## src/hw/rtl/recent_screen_mru_list_defines.svh

```systemverilog
// ----------------------------------------------------------------------------
// Recent screen list assertion macros
// Shared concurrent assertion forms, sampled on i_clk, muted during reset.
// ----------------------------------------------------------------------------
`ifndef RECENT_SCREEN_MRU_LIST_DEFINES_SVH
`define RECENT_SCREEN_MRU_LIST_DEFINES_SVH

// Plain property check.
`define RSML_ASSERT(lbl, prop, msg) \
    lbl: assert property (@(posedge i_clk) disable iff (!i_rst_n) prop) \
        else $error(msg);

// Same-cycle implication check.
`define RSML_ASSERT_IMPL(lbl, ante, cons, msg) \
    `RSML_ASSERT(lbl, (ante) |-> (cons), msg)

`endif

```

## src/hw/rtl/rsml_pkg.sv

```systemverilog
// ----------------------------------------------------------------------------
// rsml_pkg
// Types and fixed constants shared by the recent screen list modules.
// ----------------------------------------------------------------------------
package rsml_pkg;

    localparam int KIND_W    = 2;
    localparam int SCREEN_W  = 6;
    localparam int POS_W     = 8;
    localparam int COUNT_W   = 4;
    localparam int MASK_W    = 64;
    localparam int CFG_IDX_W = 1;
    localparam int CFG_W     = 64;

    // Configuration register indexes
    localparam logic [CFG_IDX_W-1:0] CFG_TASK_MASK = 1'b0;
    localparam logic [CFG_IDX_W-1:0] CFG_DEFAULT   = 1'b1;

    typedef enum logic [KIND_W-1:0] {
        KIND_RECORD = 2'd0,
        KIND_READ   = 2'd1,
        KIND_REMOVE = 2'd2,
        KIND_CLEAR  = 2'd3
    } t_kind;

    // Commands from controller to datapath
    typedef struct packed {
        logic load;        // latch a new item
        logic rd_capture;  // capture read result and hit
        logic set_hit;
        logic clear_used;
        logic ptr_inc;
        logic ptr_top;     // point at the insertion top
        logic up_step;     // entry[ptr] <= entry[ptr-1], ptr--
        logic dn_step;     // entry[ptr] <= entry[ptr+1], ptr++
        logic front_wr;    // entry[0] <= screen
        logic used_inc;
        logic used_dec;
        logic out_load;
    } t_cmd;

    // Status from datapath to controller
    typedef struct packed {
        t_kind kind;
        logic  mask_ok;
        logic  in_range;
        logic  match;
        logic  last;
        logic  dn_more;
        logic  ptr_zero;
        logic  room;
        logic  empty;
        logic  hit;
        logic  out_free;
    } t_stat;

endpackage

```

## src/hw/rtl/rsml_ctrl.sv

```systemverilog
// ----------------------------------------------------------------------------
// rsml_ctrl
// Sequencer for the recent screen list: decode, search, shift, finish.
// ----------------------------------------------------------------------------
module rsml_ctrl (
    input  logic           i_clk,
    input  logic           i_rst_n,
    input  logic           i_valid,
    output logic           o_ready,
    input  rsml_pkg::t_stat i_stat,
    output rsml_pkg::t_cmd  o_cmd
);

    typedef enum logic [5:0] {
        S_IDLE     = 6'b000001,
        S_DECODE   = 6'b000010,
        S_SEARCH   = 6'b000100,
        S_SHIFT_UP = 6'b001000,
        S_SHIFT_DN = 6'b010000,
        S_FINISH   = 6'b100000
    } t_state;

    t_state r_state;
    t_state n_state;

    assign o_ready = (r_state == S_IDLE);

    always_comb begin
        o_cmd   = '0;
        n_state = r_state;
        case (r_state)
            S_IDLE: begin
                if (i_valid) begin
                    o_cmd.load = 1'b1;
                    n_state    = S_DECODE;
                end
            end
            S_DECODE: begin
                case (i_stat.kind)
                    rsml_pkg::KIND_RECORD: begin
                        if (!i_stat.mask_ok) begin
                            n_state = S_FINISH;
                        end else if (i_stat.empty) begin
                            o_cmd.ptr_top = 1'b1;
                            n_state       = S_SHIFT_UP;
                        end else begin
                            n_state = S_SEARCH;
                        end
                    end
                    rsml_pkg::KIND_READ: begin
                        o_cmd.rd_capture = 1'b1;
                        n_state          = S_FINISH;
                    end
                    rsml_pkg::KIND_REMOVE: begin
                        if (i_stat.in_range) begin
                            o_cmd.set_hit = 1'b1;
                            n_state       = S_SHIFT_DN;
                        end else begin
                            n_state = S_FINISH;
                        end
                    end
                    rsml_pkg::KIND_CLEAR: begin
                        o_cmd.clear_used = 1'b1;
                        n_state          = S_FINISH;
                    end
                    default: n_state = S_FINISH;
                endcase
            end
            S_SEARCH: begin
                if (i_stat.match) begin
                    o_cmd.set_hit = 1'b1;
                    n_state       = i_stat.ptr_zero ? S_FINISH : S_SHIFT_UP;
                end else if (i_stat.last) begin
                    o_cmd.ptr_top = 1'b1;
                    n_state       = S_SHIFT_UP;
                end else begin
                    o_cmd.ptr_inc = 1'b1;
                end
            end
            S_SHIFT_UP: begin
                if (i_stat.ptr_zero) begin
                    o_cmd.front_wr = 1'b1;
                    o_cmd.used_inc = !i_stat.hit && i_stat.room;
                    n_state        = S_FINISH;
                end else begin
                    o_cmd.up_step = 1'b1;
                end
            end
            S_SHIFT_DN: begin
                if (i_stat.dn_more) begin
                    o_cmd.dn_step = 1'b1;
                end else begin
                    o_cmd.used_dec = 1'b1;
                    n_state        = S_FINISH;
                end
            end
            S_FINISH: begin
                if (i_stat.out_free) begin
                    o_cmd.out_load = 1'b1;
                    n_state        = S_IDLE;
                end
            end
            default: n_state = S_IDLE;
        endcase
    end

    always_ff @(posedge i_clk) begin
        if (!i_rst_n) begin
            r_state <= S_IDLE;
        end else begin
            r_state <= n_state;
        end
    end

endmodule

```

## src/hw/rtl/rsml_dp.sv

```systemverilog
// ----------------------------------------------------------------------------
// rsml_dp
// List storage, pointer, count, config registers and output register.
// ----------------------------------------------------------------------------
`include "recent_screen_mru_list_defines.svh"

module rsml_dp #(
    parameter int LIST_DEPTH = 8
) (
    input  logic                            i_clk,
    input  logic                            i_rst_n,
    input  rsml_pkg::t_cmd                  i_cmd,
    output rsml_pkg::t_stat                 o_stat,
    input  logic [rsml_pkg::KIND_W-1:0]     i_kind,
    input  logic [rsml_pkg::SCREEN_W-1:0]   i_screen,
    input  logic [rsml_pkg::POS_W-1:0]      i_position,
    input  logic                            i_cfg_we,
    input  logic [rsml_pkg::CFG_IDX_W-1:0]  i_cfg_idx,
    input  logic [rsml_pkg::CFG_W-1:0]      i_cfg_data,
    input  logic                            i_ready,
    output logic                            o_valid,
    output logic [rsml_pkg::SCREEN_W-1:0]   o_screen_out,
    output logic                            o_hit,
    output logic [rsml_pkg::COUNT_W-1:0]    o_count
);

    localparam int IW = (LIST_DEPTH > 1) ? $clog2(LIST_DEPTH) : 1;
    localparam int CW = $clog2(LIST_DEPTH + 1);
    localparam logic [CW-1:0] DEPTH_C = CW'(LIST_DEPTH);
    localparam logic [IW-1:0] LAST_C  = IW'(LIST_DEPTH - 1);

    logic [rsml_pkg::MASK_W-1:0]   r_mask;
    logic [rsml_pkg::SCREEN_W-1:0] r_dflt;
    rsml_pkg::t_kind               r_kind;
    logic [rsml_pkg::SCREEN_W-1:0] r_screen;
    logic [rsml_pkg::POS_W-1:0]    r_pos;
    logic [IW-1:0]                 r_ptr;
    logic [CW-1:0]                 r_used;
    logic                          r_hit;
    logic [rsml_pkg::SCREEN_W-1:0] r_scr;
    logic [rsml_pkg::SCREEN_W-1:0] r_entries [LIST_DEPTH];
    logic                          r_out_valid;
    logic [rsml_pkg::SCREEN_W-1:0] r_out_scr;
    logic                          r_out_hit;
    logic [rsml_pkg::COUNT_W-1:0]  r_out_cnt;

    logic [IW-1:0]                 rd_addr;
    logic [rsml_pkg::SCREEN_W-1:0] rd_data;
    logic [CW-1:0]                 ptr_next;
    logic                          in_range;
    logic [IW-1:0]                 top;
    logic                          wr_en;
    logic [IW-1:0]                 wr_addr;
    logic [rsml_pkg::SCREEN_W-1:0] wr_data;

    // Single read port; address follows the step in progress
    assign ptr_next = CW'(r_ptr) + CW'(1);
    assign rd_addr  = i_cmd.up_step ? (r_ptr - IW'(1)) :
                      i_cmd.dn_step ? IW'(ptr_next) : r_ptr;
    assign rd_data  = r_entries[rd_addr];

    assign in_range = r_pos < rsml_pkg::POS_W'(r_used);
    assign top      = (r_used >= DEPTH_C) ? LAST_C : IW'(r_used);

    assign wr_en   = i_cmd.up_step || i_cmd.dn_step || i_cmd.front_wr;
    assign wr_addr = i_cmd.front_wr ? '0 : r_ptr;
    assign wr_data = i_cmd.front_wr ? r_screen : rd_data;

    always_comb begin
        o_stat.kind     = r_kind;
        o_stat.mask_ok  = r_mask[r_screen];
        o_stat.in_range = in_range;
        o_stat.match    = (rd_data == r_screen);
        o_stat.last     = (ptr_next == r_used);
        o_stat.dn_more  = (ptr_next < r_used);
        o_stat.ptr_zero = (r_ptr == '0);
        o_stat.room     = (r_used < DEPTH_C);
        o_stat.empty    = (r_used == '0);
        o_stat.hit      = r_hit;
        o_stat.out_free = !r_out_valid || i_ready;
    end

    always_ff @(posedge i_clk) begin
        if (wr_en) begin
            r_entries[wr_addr] <= wr_data;
        end
    end

    // Item latch, pointer and result payload
    always_ff @(posedge i_clk) begin
        if (i_cmd.load) begin
            r_kind   <= rsml_pkg::t_kind'(i_kind);
            r_screen <= i_screen;
            r_pos    <= i_position;
            r_hit    <= 1'b0;
            r_scr    <= '0;
            r_ptr    <= (rsml_pkg::t_kind'(i_kind) == rsml_pkg::KIND_RECORD) ?
                        '0 : IW'(i_position);
        end else begin
            if (i_cmd.rd_capture) begin
                r_scr <= in_range ? rd_data : r_dflt;
                r_hit <= in_range;
            end
            if (i_cmd.set_hit) begin
                r_hit <= 1'b1;
            end
            if (i_cmd.ptr_top) begin
                r_ptr <= top;
            end else if (i_cmd.ptr_inc || i_cmd.dn_step) begin
                r_ptr <= r_ptr + IW'(1);
            end else if (i_cmd.up_step) begin
                r_ptr <= r_ptr - IW'(1);
            end
        end
        if (i_cmd.out_load) begin
            r_out_scr <= r_scr;
            r_out_hit <= r_hit;
            r_out_cnt <= rsml_pkg::COUNT_W'(r_used);
        end
    end

    // Count, output valid and configuration
    always_ff @(posedge i_clk) begin
        if (!i_rst_n) begin
            r_used      <= '0;
            r_out_valid <= 1'b0;
            r_mask      <= '1;
            r_dflt      <= '0;
        end else begin
            if (i_cmd.clear_used) begin
                r_used <= '0;
            end else if (i_cmd.used_inc) begin
                r_used <= r_used + CW'(1);
            end else if (i_cmd.used_dec) begin
                r_used <= r_used - CW'(1);
            end
            if (i_cmd.out_load) begin
                r_out_valid <= 1'b1;
            end else if (i_ready) begin
                r_out_valid <= 1'b0;
            end
            if (i_cfg_we) begin
                case (i_cfg_idx)
                    rsml_pkg::CFG_TASK_MASK: r_mask <= i_cfg_data;
                    rsml_pkg::CFG_DEFAULT:   r_dflt <= i_cfg_data[rsml_pkg::SCREEN_W-1:0];
                    default: ;
                endcase
            end
        end
    end

    assign o_valid      = r_out_valid;
    assign o_screen_out = r_out_scr;
    assign o_hit        = r_out_hit;
    assign o_count      = r_out_cnt;

    `RSML_ASSERT(a_used_bound, r_used <= DEPTH_C, "list count beyond depth")
    `RSML_ASSERT_IMPL(a_inc_room, i_cmd.used_inc, r_used < DEPTH_C, "push into full list")
    `RSML_ASSERT_IMPL(a_dec_nonempty, i_cmd.used_dec, r_used != '0, "remove from empty list")
    `RSML_ASSERT_IMPL(a_out_free, i_cmd.out_load, !r_out_valid || i_ready, "result overwritten")
    `RSML_ASSERT(a_clear, i_cmd.clear_used |=> r_used == '0, "clear left entries")

endmodule

```

## src/hw/rtl/recent_screen_mru_list.sv

```systemverilog
// ----------------------------------------------------------------------------
// recent_screen_mru_list
// Most-recently-used list of screen codes with move-to-front on record,
// indexed read and remove, and clear. One result beat per item.
// ----------------------------------------------------------------------------
//
//  Channel   Handshake              Payload
//  -------   --------------------   ---------------------------------------
//  item in   i_valid / o_ready      i_kind, i_screen, i_position
//  result    o_valid / i_ready      o_screen_out, o_hit, o_count
//  config    i_cfg_we               i_cfg_idx, i_cfg_data (no wait)
//
//  Sequence: read, clear, masked record and out-of-range remove go from decode straight
//  to finish; a remove closes up the entries after the removed one, one at a time; a
//  record searches entries one at a time and then shifts entries back one at a time
//  to put the screen at the front. The single read port on the entry store sets this order.
//  Reset: synchronous, active low; empties the list, drops any held result, sets the
//  task mask to all ones and the default screen to zero.
//  Stalls: a held result does not block the next item; a finished one waits in FINISH.
//
module recent_screen_mru_list #(
    parameter int LIST_DEPTH = 8
) (
    input  logic                            i_clk,
    input  logic                            i_rst_n,
    // item in
    input  logic                            i_valid,
    output logic                            o_ready,
    input  logic [rsml_pkg::KIND_W-1:0]     i_kind,
    input  logic [rsml_pkg::SCREEN_W-1:0]   i_screen,
    input  logic [rsml_pkg::POS_W-1:0]      i_position,
    // result out
    output logic                            o_valid,
    input  logic                            i_ready,
    output logic [rsml_pkg::SCREEN_W-1:0]   o_screen_out,
    output logic                            o_hit,
    output logic [rsml_pkg::COUNT_W-1:0]    o_count,
    // configuration writes
    input  logic                            i_cfg_we,
    input  logic [rsml_pkg::CFG_IDX_W-1:0]  i_cfg_idx,
    input  logic [rsml_pkg::CFG_W-1:0]      i_cfg_data
);

    rsml_pkg::t_cmd  cmd;
    rsml_pkg::t_stat stat;

    // Sequencer: walks each item through decode, search and shift steps
    rsml_ctrl u_ctrl (
        .i_clk   (i_clk),
        .i_rst_n (i_rst_n),
        .i_valid (i_valid),
        .o_ready (o_ready),
        .i_stat  (stat),
        .o_cmd   (cmd)
    );

    // Datapath: entry store, pointer, count, config and result register
    rsml_dp #(
        .LIST_DEPTH (LIST_DEPTH)
    ) u_dp (
        .i_clk        (i_clk),
        .i_rst_n      (i_rst_n),
        .i_cmd        (cmd),
        .o_stat       (stat),
        .i_kind       (i_kind),
        .i_screen     (i_screen),
        .i_position   (i_position),
        .i_cfg_we     (i_cfg_we),
        .i_cfg_idx    (i_cfg_idx),
        .i_cfg_data   (i_cfg_data),
        .i_ready      (i_ready),
        .o_valid      (o_valid),
        .o_screen_out (o_screen_out),
        .o_hit        (o_hit),
        .o_count      (o_count)
    );

endmodule
```

## config.mk

```make
export PLATFORM = sky130hd
export DESIGN_NAME = recent_screen_mru_list
export DESIGN_NICKNAME = d
export VERILOG_FILES = /design/src/hw/rtl/rsml_pkg.sv /design/src/hw/rtl/rsml_ctrl.sv /design/src/hw/rtl/rsml_dp.sv /design/src/hw/rtl/recent_screen_mru_list.sv
export VERILOG_INCLUDE_DIRS = /design/src /design/src/hw/rtl
export SDC_FILE = /design/constraint.sdc
export NUM_CORES = 1
export LEC_CHECK = 0
export ABC_CLOCK_PERIOD_IN_PS = 5280
export BUFFER_PORTS_ARGS = -buffer_cell sky130_fd_sc_hd__buf_4
export CORE_UTILIZATION = 50
export DETAILED_ROUTE_END_ITERATION = 10
export PLACE_DENSITY = 0.78
export SETUP_SLACK_MARGIN = 0.3
export SYNTH_ARGS = -nofsm -noshare
export SYNTH_HDL_FRONTEND = slang
export SYNTH_SLANG_ARGS = --single-unit
```

## constraint.sdc

```tcl
create_clock -name i_clk -period 5.28 [get_ports i_clk]
set_clock_uncertainty 0.2 [all_clocks]
set_input_delay 0.528 -clock i_clk [delete_from_list [all_inputs] [get_ports i_clk]]
set_output_delay 0.528 -clock i_clk [all_outputs]
set_load 0.03 [all_outputs]
```

==> out/summary.txt, run 1 <==
ROUTE
-----------------------------------------------------------------------------------------------
DRT iter0 DRCs                                                                              457
Total via count after detailed routing                                                    5,744
Aggregate routed wire length                                                          17,600 um
Drt drc                                                                                       0
Per-cell routed wire length                                                            17.66 um
Number of routed nets with antenna violations                                                 0
Number of detailed-route iterations in the first pass                                         5
Mean number of vias per cell                                                              5.761

TIMING
-----------------------------------------------------------------------------------------------
Worst slew margin relative to its limit                                                  0.1861
Post-route setup TNS                                                                       0 ps
Count of final setup violators                                                                0
Final count of pins violating max slew                                                        0
Fin crit share                                                                           0.8861
Maximum clock rate                                                                    213.7 MHz
Final critical path time including I/O delays and setup                                 4679 ps
Total count of hold-check failures in the final report                                        0
RSZ-0062 raised after global routing                                                         no
Slew at the pin with the worst max-slew slack                                           1221 ps

FINISH
-----------------------------------------------------------------------------------------------
Net count, final                                                                            899
Count of antenna diodes in the layout                                                         0
Filler instances                                                                          1,128
Most common cell after layout, fill and taps aside                                      nand2_1
Area taken by multi-input logic gates                                              0.003202 mm^2
Flip-flop and latch area                                                           0.004104 mm^2
Post-Layout Cell Count                                                                      997
Leading cell types in the layout, fill and taps excluded                           159 x nand2_1, 103 x buf_4, 88 x dfxtp_1
Synth-to-layout area growth                                                              19.43%
Fraction of layout cells with a size suffix above 1                                      0.2128

PLACE
-----------------------------------------------------------------------------------------------
Number of instances in the placed design                                                    964
Final estimated routing congestion in global placement                                   0.8944
Number of buffers added on ports                                                             98
Final HPWL from detailed placement                                                    12,170 um

CRITICAL PATH
-----------------------------------------------------------------------------------------------
Master of the slowest instance on the critical path                                    edfxtp_1
Sort of element at the end of the critical path                                        register
Start point of the critical path                                                   u_dp.r_ptr[0]$_DFFE_PP_
Worst setup SP type                                                                    register
Required time reported for the critical path endpoint                                   5260 ps
Peak fanout along the critical path                                                          24
Crit-path max cell delay                                                                 510 ps
Cells along the critical path                                                      inv_2, ha_1, ha_1, nand2b_1, a21oi_2, o21ai_4, xnor2_2, buf_12, mux2i_1, a22o_1, or3_1, nand4_1, o31a_2, a21oi_1, or3_1, a22o_1
Crit path kind                                                                     register to register
Critical R2R Launch                                                                u_dp.r_ptr[0]$_DFFE_PP_
Worst-case register-to-register setup slack                                              600 ps
Arrival time worst endpoint                                                             4660 ps

POWER AND IR DROP
-----------------------------------------------------------------------------------------------
Total power divided by cell area                                                   334.3 mW/mm^2
Worst vdd ir                                                                        0.0002373 V
Leakage power figure                                                                   3.584 nW

SYNTHESIS
-----------------------------------------------------------------------------------------------
Post-synthesis sequential area ratio                                                     0.5486
Yosys warning count                                                                           0
Syn avg cell area                                                                    10.48 um^2
Count of mapped cells out of synthesis                                                      714
Flip-flop cell with the highest count after synthesis                                   dfxtp_1
Synthesis-stage register bit count                                                          166
Number of synthesized flops with an enable pin                                               78
Post-Syn Nets                                                                               813
Asr flop ratio synth                                                                          0
Post-synth cell types                                                                        63
Cell Area, Synth                                                                   0.007481 mm^2

GLOBAL ROUTE
-----------------------------------------------------------------------------------------------
Combined global-route utilization of all metal layers                                    0.2360
Maximum number of pins on one net before global-route repair                                 79
Via count of the first global-routing pass                                                5,675
Antenna violations before repair                                                              0
Sum of overflow across all layers after global routing                                        0
Global-route wire length before repair                                                28,570 um

CLOCKING
-----------------------------------------------------------------------------------------------
Clock input transition at the sequential cells of the worst setup and hold paths          60 ps
TritonCTS clock tree                                                                      built
Number of levels the H-tree was split into                                                    4
Number of sinks on the clock net                                                            166
Root buf cell                                                                         clkbuf_16
Clk_lat worst skew                                                                       430 ps
TritonCTS buffer count                                                                       17
Clock Path Buffers                                                                            2

RUN STATUS
-----------------------------------------------------------------------------------------------
Result of the run                                                                  finished clean

FLOORPLANNING
-----------------------------------------------------------------------------------------------
Initial core utilization                                                                 0.5128
Placeable core region                                                              0.01459 mm^2
IO Pins                                                                                      99
Die width                                                                              124.3 um
Die Footprint                                                                      0.01546 mm^2
Die height                                                                             124.3 um
# rows                                                                                       44

FLOW RUN
-----------------------------------------------------------------------------------------------
Max-cap check violation count                                                                 0

HOLD PATH
-----------------------------------------------------------------------------------------------
Worst min-delay path category                                                      input port to register
Worst Min Path Start                                                                i_screen[0]

[final timing paths]
path | to | cells after the start
setup / recovery | u_dp.r_ptr[0]$_DFFE_PP_ | 16
hold / removal | u_dp.r_screen[0]$_DFFE_PP_ | 1
setup reg to reg | u_dp.r_ptr[0]$_DFFE_PP_ | 16
hold reg to reg | u_dp.o_screen_out[0]$_DFFE_PP_ | 0
[power by group]
part | internal, mW | switching, mW | leakage, nW
Clock | 0.666 | 0.480 | 0.262
Combinational | 0.174 | 0.208 | 1.88
Sequential | 1.42 | 0.0404 | 1.44
[layer usage]
layer / GRT usage / wire length (um) / share of wire / vias to the layer above
met5: 0 / 0 / 0 / -
met3: 0.05541 / 1142 / 0.065 / 43
met4: 0.1162 / 546 / 0.031 / 0
li1: - / - / - / 2734
met1: 0.2998 / 7545 / 0.43 / 2726
met2: 0.3786 / 8367 / 0.48 / 241
[synthesized netlist by cell type (all sizes together), types with 2 or more instances]
| master | n | area share |
|---|---|---|
| a211oi | 9 | 0.0090 |
| a21boi | 8 | 0.0080 |
| a21o | 4 | 0.0040 |
| a21oi | 20 | 0.013 |
| a22o | 11 | 0.013 |
| a22oi | 3 | 0.0030 |
| a31oi | 5 | 0.0062 |
| and2 | 4 | 0.0033 |
| and3 | 2 | 0.0017 |
| and3b | 2 | 0.0023 |
| buf | 3 | 0.0022 |
| clkbuf | 35 | 0.018 |
| dfxtp | 88 | 0.24 |
| edfxtp | 78 | 0.31 |
| ha | 12 | 0.020 |
| inv | 11 | 0.0055 |
| mux2i | 25 | 0.033 |
| mux4 | 21 | 0.063 |
| nand2 | 159 | 0.080 |
| nand2b | 7 | 0.0059 |
| nand3 | 79 | 0.053 |
| nand4 | 4 | 0.0033 |
| nor2 | 50 | 0.028 |
| nor2b | 5 | 0.0042 |
| nor3 | 6 | 0.0040 |
| nor3b | 2 | 0.0020 |
| nor4 | 2 | 0.0017 |
| o21ai | 16 | 0.012 |
| o221ai | 2 | 0.0032 |
| or2 | 7 | 0.0059 |
| or3 | 9 | 0.0075 |
| or4 | 2 | 0.0025 |
| xnor2 | 5 | 0.0069 |
| xor2 | 2 | 0.0023 |
[stage by stage]
| step | hold WS [ps] | util | setup WS (ps) | total power, mW | area (um^2) |
|---|---|---|---|---|---|
| floorplan | 208.6 | - | 779.5 | 1.726 | 7481 |
| global placement | 215.8 | 0.5735 | 556.1 | 1.845 | 8367 |
| detailed placement | 225.3 | 0.5735 | 499.1 | 1.860 | 8367 |
| CTS | 59.68 | 0.6108 | 452.9 | 2.997 | 8911 |
| global route | 61.61 | 0.6124 | 397.6 | 3.103 | 8935 |
| finish | 75.39 | 0.6124 | 601.2 | 2.987 | 8935 |
[flip-flops by register name (all words and copies together) (netlist names)]
name,count
u_dp.r_kind,2
u_dp.o_count,4
u_dp.r_screen,6
u_dp.r_pos,8
u_dp.r_scr,6
u_dp.r_hit,1
u_dp.r_dflt,6
u_ctrl.r_state,6
u_dp.o_hit,1
u_dp.r_used,4
u_dp.r_ptr,3
u_dp.r_mask,64
u_dp.o_screen_out,6
u_dp.r_entries,48
u_dp.o_valid,1
[final cells by class]
class / instances / share of cell area
Clock buffer: 22 / 0.05195
Multi-Input combinational cell: 499 / 0.3584
Timing Repair Buffer: 105 / 0.09102
Tap cell: 184 / 0.02577
Clock inverter: 10 / 0.008962
Sequential cell: 166 / 0.4593
Inverter: 11 / 0.004621
[worst max-delay path, delay by kind of cell (launching register included)]
| kind | cells | cell delay [ps] |
|---|---|---|
| xor+xnor | 1 | 190 |
| simple gates | 4 | 900 |
| fa+ha+maj | 2 | 800 |
| compound gates | 6 | 1350 |
| flops | 1 | 510 |
| buf+inv | 2 | 340 |
| mux | 1 | 110 |
[repair_timing]
item | CTS | global route
hold buffers | 0 | 0
setup endpoints to repair | 0 | 3
buffers inserted | 0 | 0
gates resized for setup | 0 | 1
[kinds of logic after synthesis]
family | synth area share
AND/OR/NAND/NOR | 0.2096
flip-flops | 0.5486
AO/OA/AOI/OAI | 0.08798
buffers and inverters | 0.02525
multiplexers | 0.09667
adder cells (fa/ha/maj) | 0.02275
XOR/XNOR | 0.009199
No activity file was read; power rests on OpenSTA's default activity.
==> inputs of run 2 (changes only) <==
==> constraint.sdc (replaced) <==
create_clock -name i_clk -period 5.28 [get_ports i_clk]
set_clock_uncertainty 0.2 [all_clocks]
set_input_delay 0.264 -clock i_clk [delete_from_list [all_inputs] [get_ports i_clk]]
set_output_delay 0.264 -clock i_clk [all_outputs]
set_load 0.03 [all_outputs]
==> run 2 against run 1 <==
Via count rose by 8.9%. Hold slack got worse by 55 ps. Clock power barely moved. First-iteration DRC count rose by 2.4%. Clock-buffer cell count did not move. Non-clock buffer count rose by 84. Final cell count rose by 8.6%. Register-to-register slack barely moved. Worst setup slack got worse by 9.4 ps. Die area did not move. Sequential share of layout area fell by 4.0 points. Critical path type unchanged. Largest power group unchanged. Highest routed layer unchanged.
==> out/summary.txt, run 2 (synthesized netlist as in run 1, its figures left out) <==
FINISH
-----------------------------------------------------------------------------------------------
Synth-to-layout area growth                                                              30.84%
Fraction of the core area covered by cells at the end of the flow                        0.6709
Most common cell after layout, fill and taps aside                                      nand2_1
Fraction of layout cells with a size suffix above 1                                      0.1929
Net count, final                                                                            983
Largest regs                                                                       u_dp.r_mask (64), u_dp.r_entries (48), u_dp.r_pos (8)
Leading cell types in the layout, fill and taps excluded                           159 x nand2_1, 103 x buf_4, 88 x dfxtp_1
Largest register FFs                                                                         64
Post-Layout Cell Count                                                                    1,083
Largest register by flop count                                                      u_dp.r_mask
Filler instances                                                                            994

POWER AND IR DROP
-----------------------------------------------------------------------------------------------
Switching power                                                                        756.9 uW
Comb pwr share                                                                            0.145
Fraction of power consumed by the clock network                                           0.377
Total power divided by cell area                                                   312.2 mW/mm^2
Proportion of power drawn by flip-flops and latches                                       0.478
Switching power share of the total                                                       0.2477
Leakage power figure                                                                   3.936 nW
Worst vdd ir                                                                        0.0002318 V
Internal Pwr Total                                                                     2.299 mW

TIMING
-----------------------------------------------------------------------------------------------
Fin crit share                                                                           0.8879
Total count of hold-check failures in the final report                                        0
Slew at the pin with the worst max-slew slack                                           1222 ps
Worst slew margin relative to its limit                                                  0.1856
Final critical path time including I/O delays and setup                                 4688 ps
Final count of pins violating max slew                                                        0
RSZ-0062 raised after global routing                                                         no
Maximum clock rate                                                                    213.3 MHz
Count of final setup violators                                                                0
Post-route setup TNS                                                                       0 ps
Worst setup slack after layout                                                         591.8 ps

GLOBAL ROUTE
-----------------------------------------------------------------------------------------------
Combined global-route utilization of all metal layers                                    0.2711
Global-route wire length before repair                                                32,560 um
Via count of the first global-routing pass                                                6,485
Antenna violations before repair                                                              2
Sum of overflow across all layers after global routing                                        0
Maximum number of pins on one net before global-route repair                                 79

PLACE
-----------------------------------------------------------------------------------------------
Number of buffers added on ports                                                             98
Final HPWL from detailed placement                                                    12,170 um
Number of instances in the placed design                                                    964
Pre-CTS WS                                                                             499.1 ps
Final estimated routing congestion in global placement                                   0.8944

CLOCKING
-----------------------------------------------------------------------------------------------
TritonCTS buffer count                                                                       17
Clock Path Buffers                                                                            2
Clk_lat worst skew                                                                       430 ps
Clock input transition at the sequential cells of the worst setup and hold paths          60 ps
Post-CTS Repair Setup Buffers                                                                 0
TritonCTS clock tree                                                                      built
Root buf cell                                                                         clkbuf_16
Number of levels the H-tree was split into                                                    4
Number of sinks on the clock net                                                            166

FLOORPLANNING
-----------------------------------------------------------------------------------------------
Die height                                                                             124.3 um
IO Pins                                                                                      99
Die Footprint                                                                      0.01546 mm^2
Die width                                                                              124.3 um
Initial core utilization                                                                 0.5128
Placeable core region                                                              0.01459 mm^2
# rows                                                                                       44

HOLD PATH
-----------------------------------------------------------------------------------------------
Depth of the worst hold-timing path                                                           3
Hold endpoint                                                                      u_dp.o_valid$_SDFFE_PN0P_
Worst min-delay path category                                                      input port to register
Worst Min Path Start                                                                    i_ready

RUN STATUS
-----------------------------------------------------------------------------------------------
Result of the run                                                                  finished clean

ROUTE
-----------------------------------------------------------------------------------------------
Aggregate routed wire length                                                          20,380 um
Number of routed nets with antenna violations                                                 0
Total via count after detailed routing                                                    6,257
Number of detailed-route iterations in the first pass                                         5
DRT iter0 DRCs                                                                              468
Mean number of vias per cell                                                              5.777
Per-cell routed wire length                                                            18.82 um
Drt drc                                                                                       0

CRITICAL PATH
-----------------------------------------------------------------------------------------------
Crit path kind                                                                     register to register
Reg-to-Reg End                                                                     u_dp.r_ptr[0]$_DFFE_PP_
Arrival time worst endpoint                                                             4680 ps
Master of the slowest instance on the critical path                                    edfxtp_1
Worst setup SP type                                                                    register
Critical R2R Launch                                                                u_dp.r_ptr[0]$_DFFE_PP_
Worst-case register-to-register setup slack                                              590 ps
Worst R2R Path Depth                                                                         16
Cells along the critical path                                                      inv_2, ha_1, ha_1, nand2b_1, a21oi_2, o21ai_4, xnor2_2, buf_12, mux2i_1, a22o_1, or3_1, nand4_1, o31a_2, a21oi_1, or3_1, a22o_1
Crit path buf inv count                                                                       2
CP delay by family, top                                                            compound AO/OA/AOI/OAI gates
Sort of element at the end of the critical path                                        register
Peak fanout along the critical path                                                          24
Required time reported for the critical path endpoint                                   5270 ps
Crit-path max cell delay                                                                 520 ps
Start point of the critical path                                                   u_dp.r_ptr[0]$_DFFE_PP_

FLOW RUN
-----------------------------------------------------------------------------------------------
Max-cap check violation count                                                                 0

run 2: layout make-up:
class,count,area (um^2),share of cell area
flip-flops and latches,166,4104,0.4193
multi-input cells,499,3202,0.3271
repair buffers,189,1662,0.1698
clock buffers,22,464.2,0.04742
well taps,184,230.2,0.02352
clock inverters,10,80.08,0.008181
inverters,11,41.29,0.004218
diodes,2,5.005,0.0005113
run 2: routing by layer:
layer | up-vias | share of wire | wire, um | global-route usage
met5 | - | 0 | 0 | 0
met4 | 0 | 0.038 | 780 | 0.1403
met3 | 63 | 0.063 | 1274 | 0.06229
met2 | 302 | 0.51 | 10400 | 0.4638
met1 | 2994 | 0.39 | 7924 | 0.3172
li1 | 2898 | - | - | -
run 2: stage by stage:
| stage | cell area, um^2 | total power, mW | hold slack (ps) |
|---|---|---|---|
| after CTS | 9752 | 3.046 | 1.454 |
| final | 9788 | 3.056 | 20.63 |
| after global placement | 8367 | 1.845 | 215.8 |
| after floorplan | 7481 | 1.726 | 162.9 |
| after detailed placement | 8367 | 1.860 | 225.3 |
| after global routing | 9788 | 3.168 | 39.04 |
run 2: worst max-delay path by stage:
stage | end | cells after the start
6_report | u_dp.r_ptr[0]$_DFFE_PP_ | 16
5_1_grt | u_dp.r_ptr[0]$_DFFE_PP_ | 16
4_1_cts | u_dp.r_ptr[0]$_DFFE_PP_ | 16
3_5_place_dp | u_dp.r_ptr[0]$_DFFE_PP_ | 16
3_3_place_gp | u_dp.r_ptr[0]$_DFFE_PP_ | 16
2_1_floorplan | u_dp.r_ptr[0]$_DFFE_PP_ | 16
run 2: worst reg2reg max path, cell delays in order, from the launching register on:
cell and delay, ps:
edfxtp_1 520, inv_2 130, ha_1 430, ha_1 370, nand2b_1 80, a21oi_2 400, o21ai_4 140, xnor2_2 190
buf_12 220, mux2i_1 130, a22o_1 260, or3_1 350, nand4_1 150, o31a_2 250, a21oi_1 120, or3_1 330
a22o_1 180
run 2: what timing repair did:
action,CTS,global route
endpoints found under the hold margin,90,0
gates resized for setup,0,1
hold buffers,84,0
endpoints found under the setup margin,0,3
run 2: power by group through the flow:
stage	Combinational, mW	Sequential (mW)	Clock, mW
3_5_place_dp	0.376	1.48	0
6_report	0.444	1.46	1.15
5_1_grt	0.481	1.46	1.22
4_1_cts	0.428	1.46	1.16
2_1_floorplan	0.262	1.46	0
3_3_place_gp	0.364	1.48	0
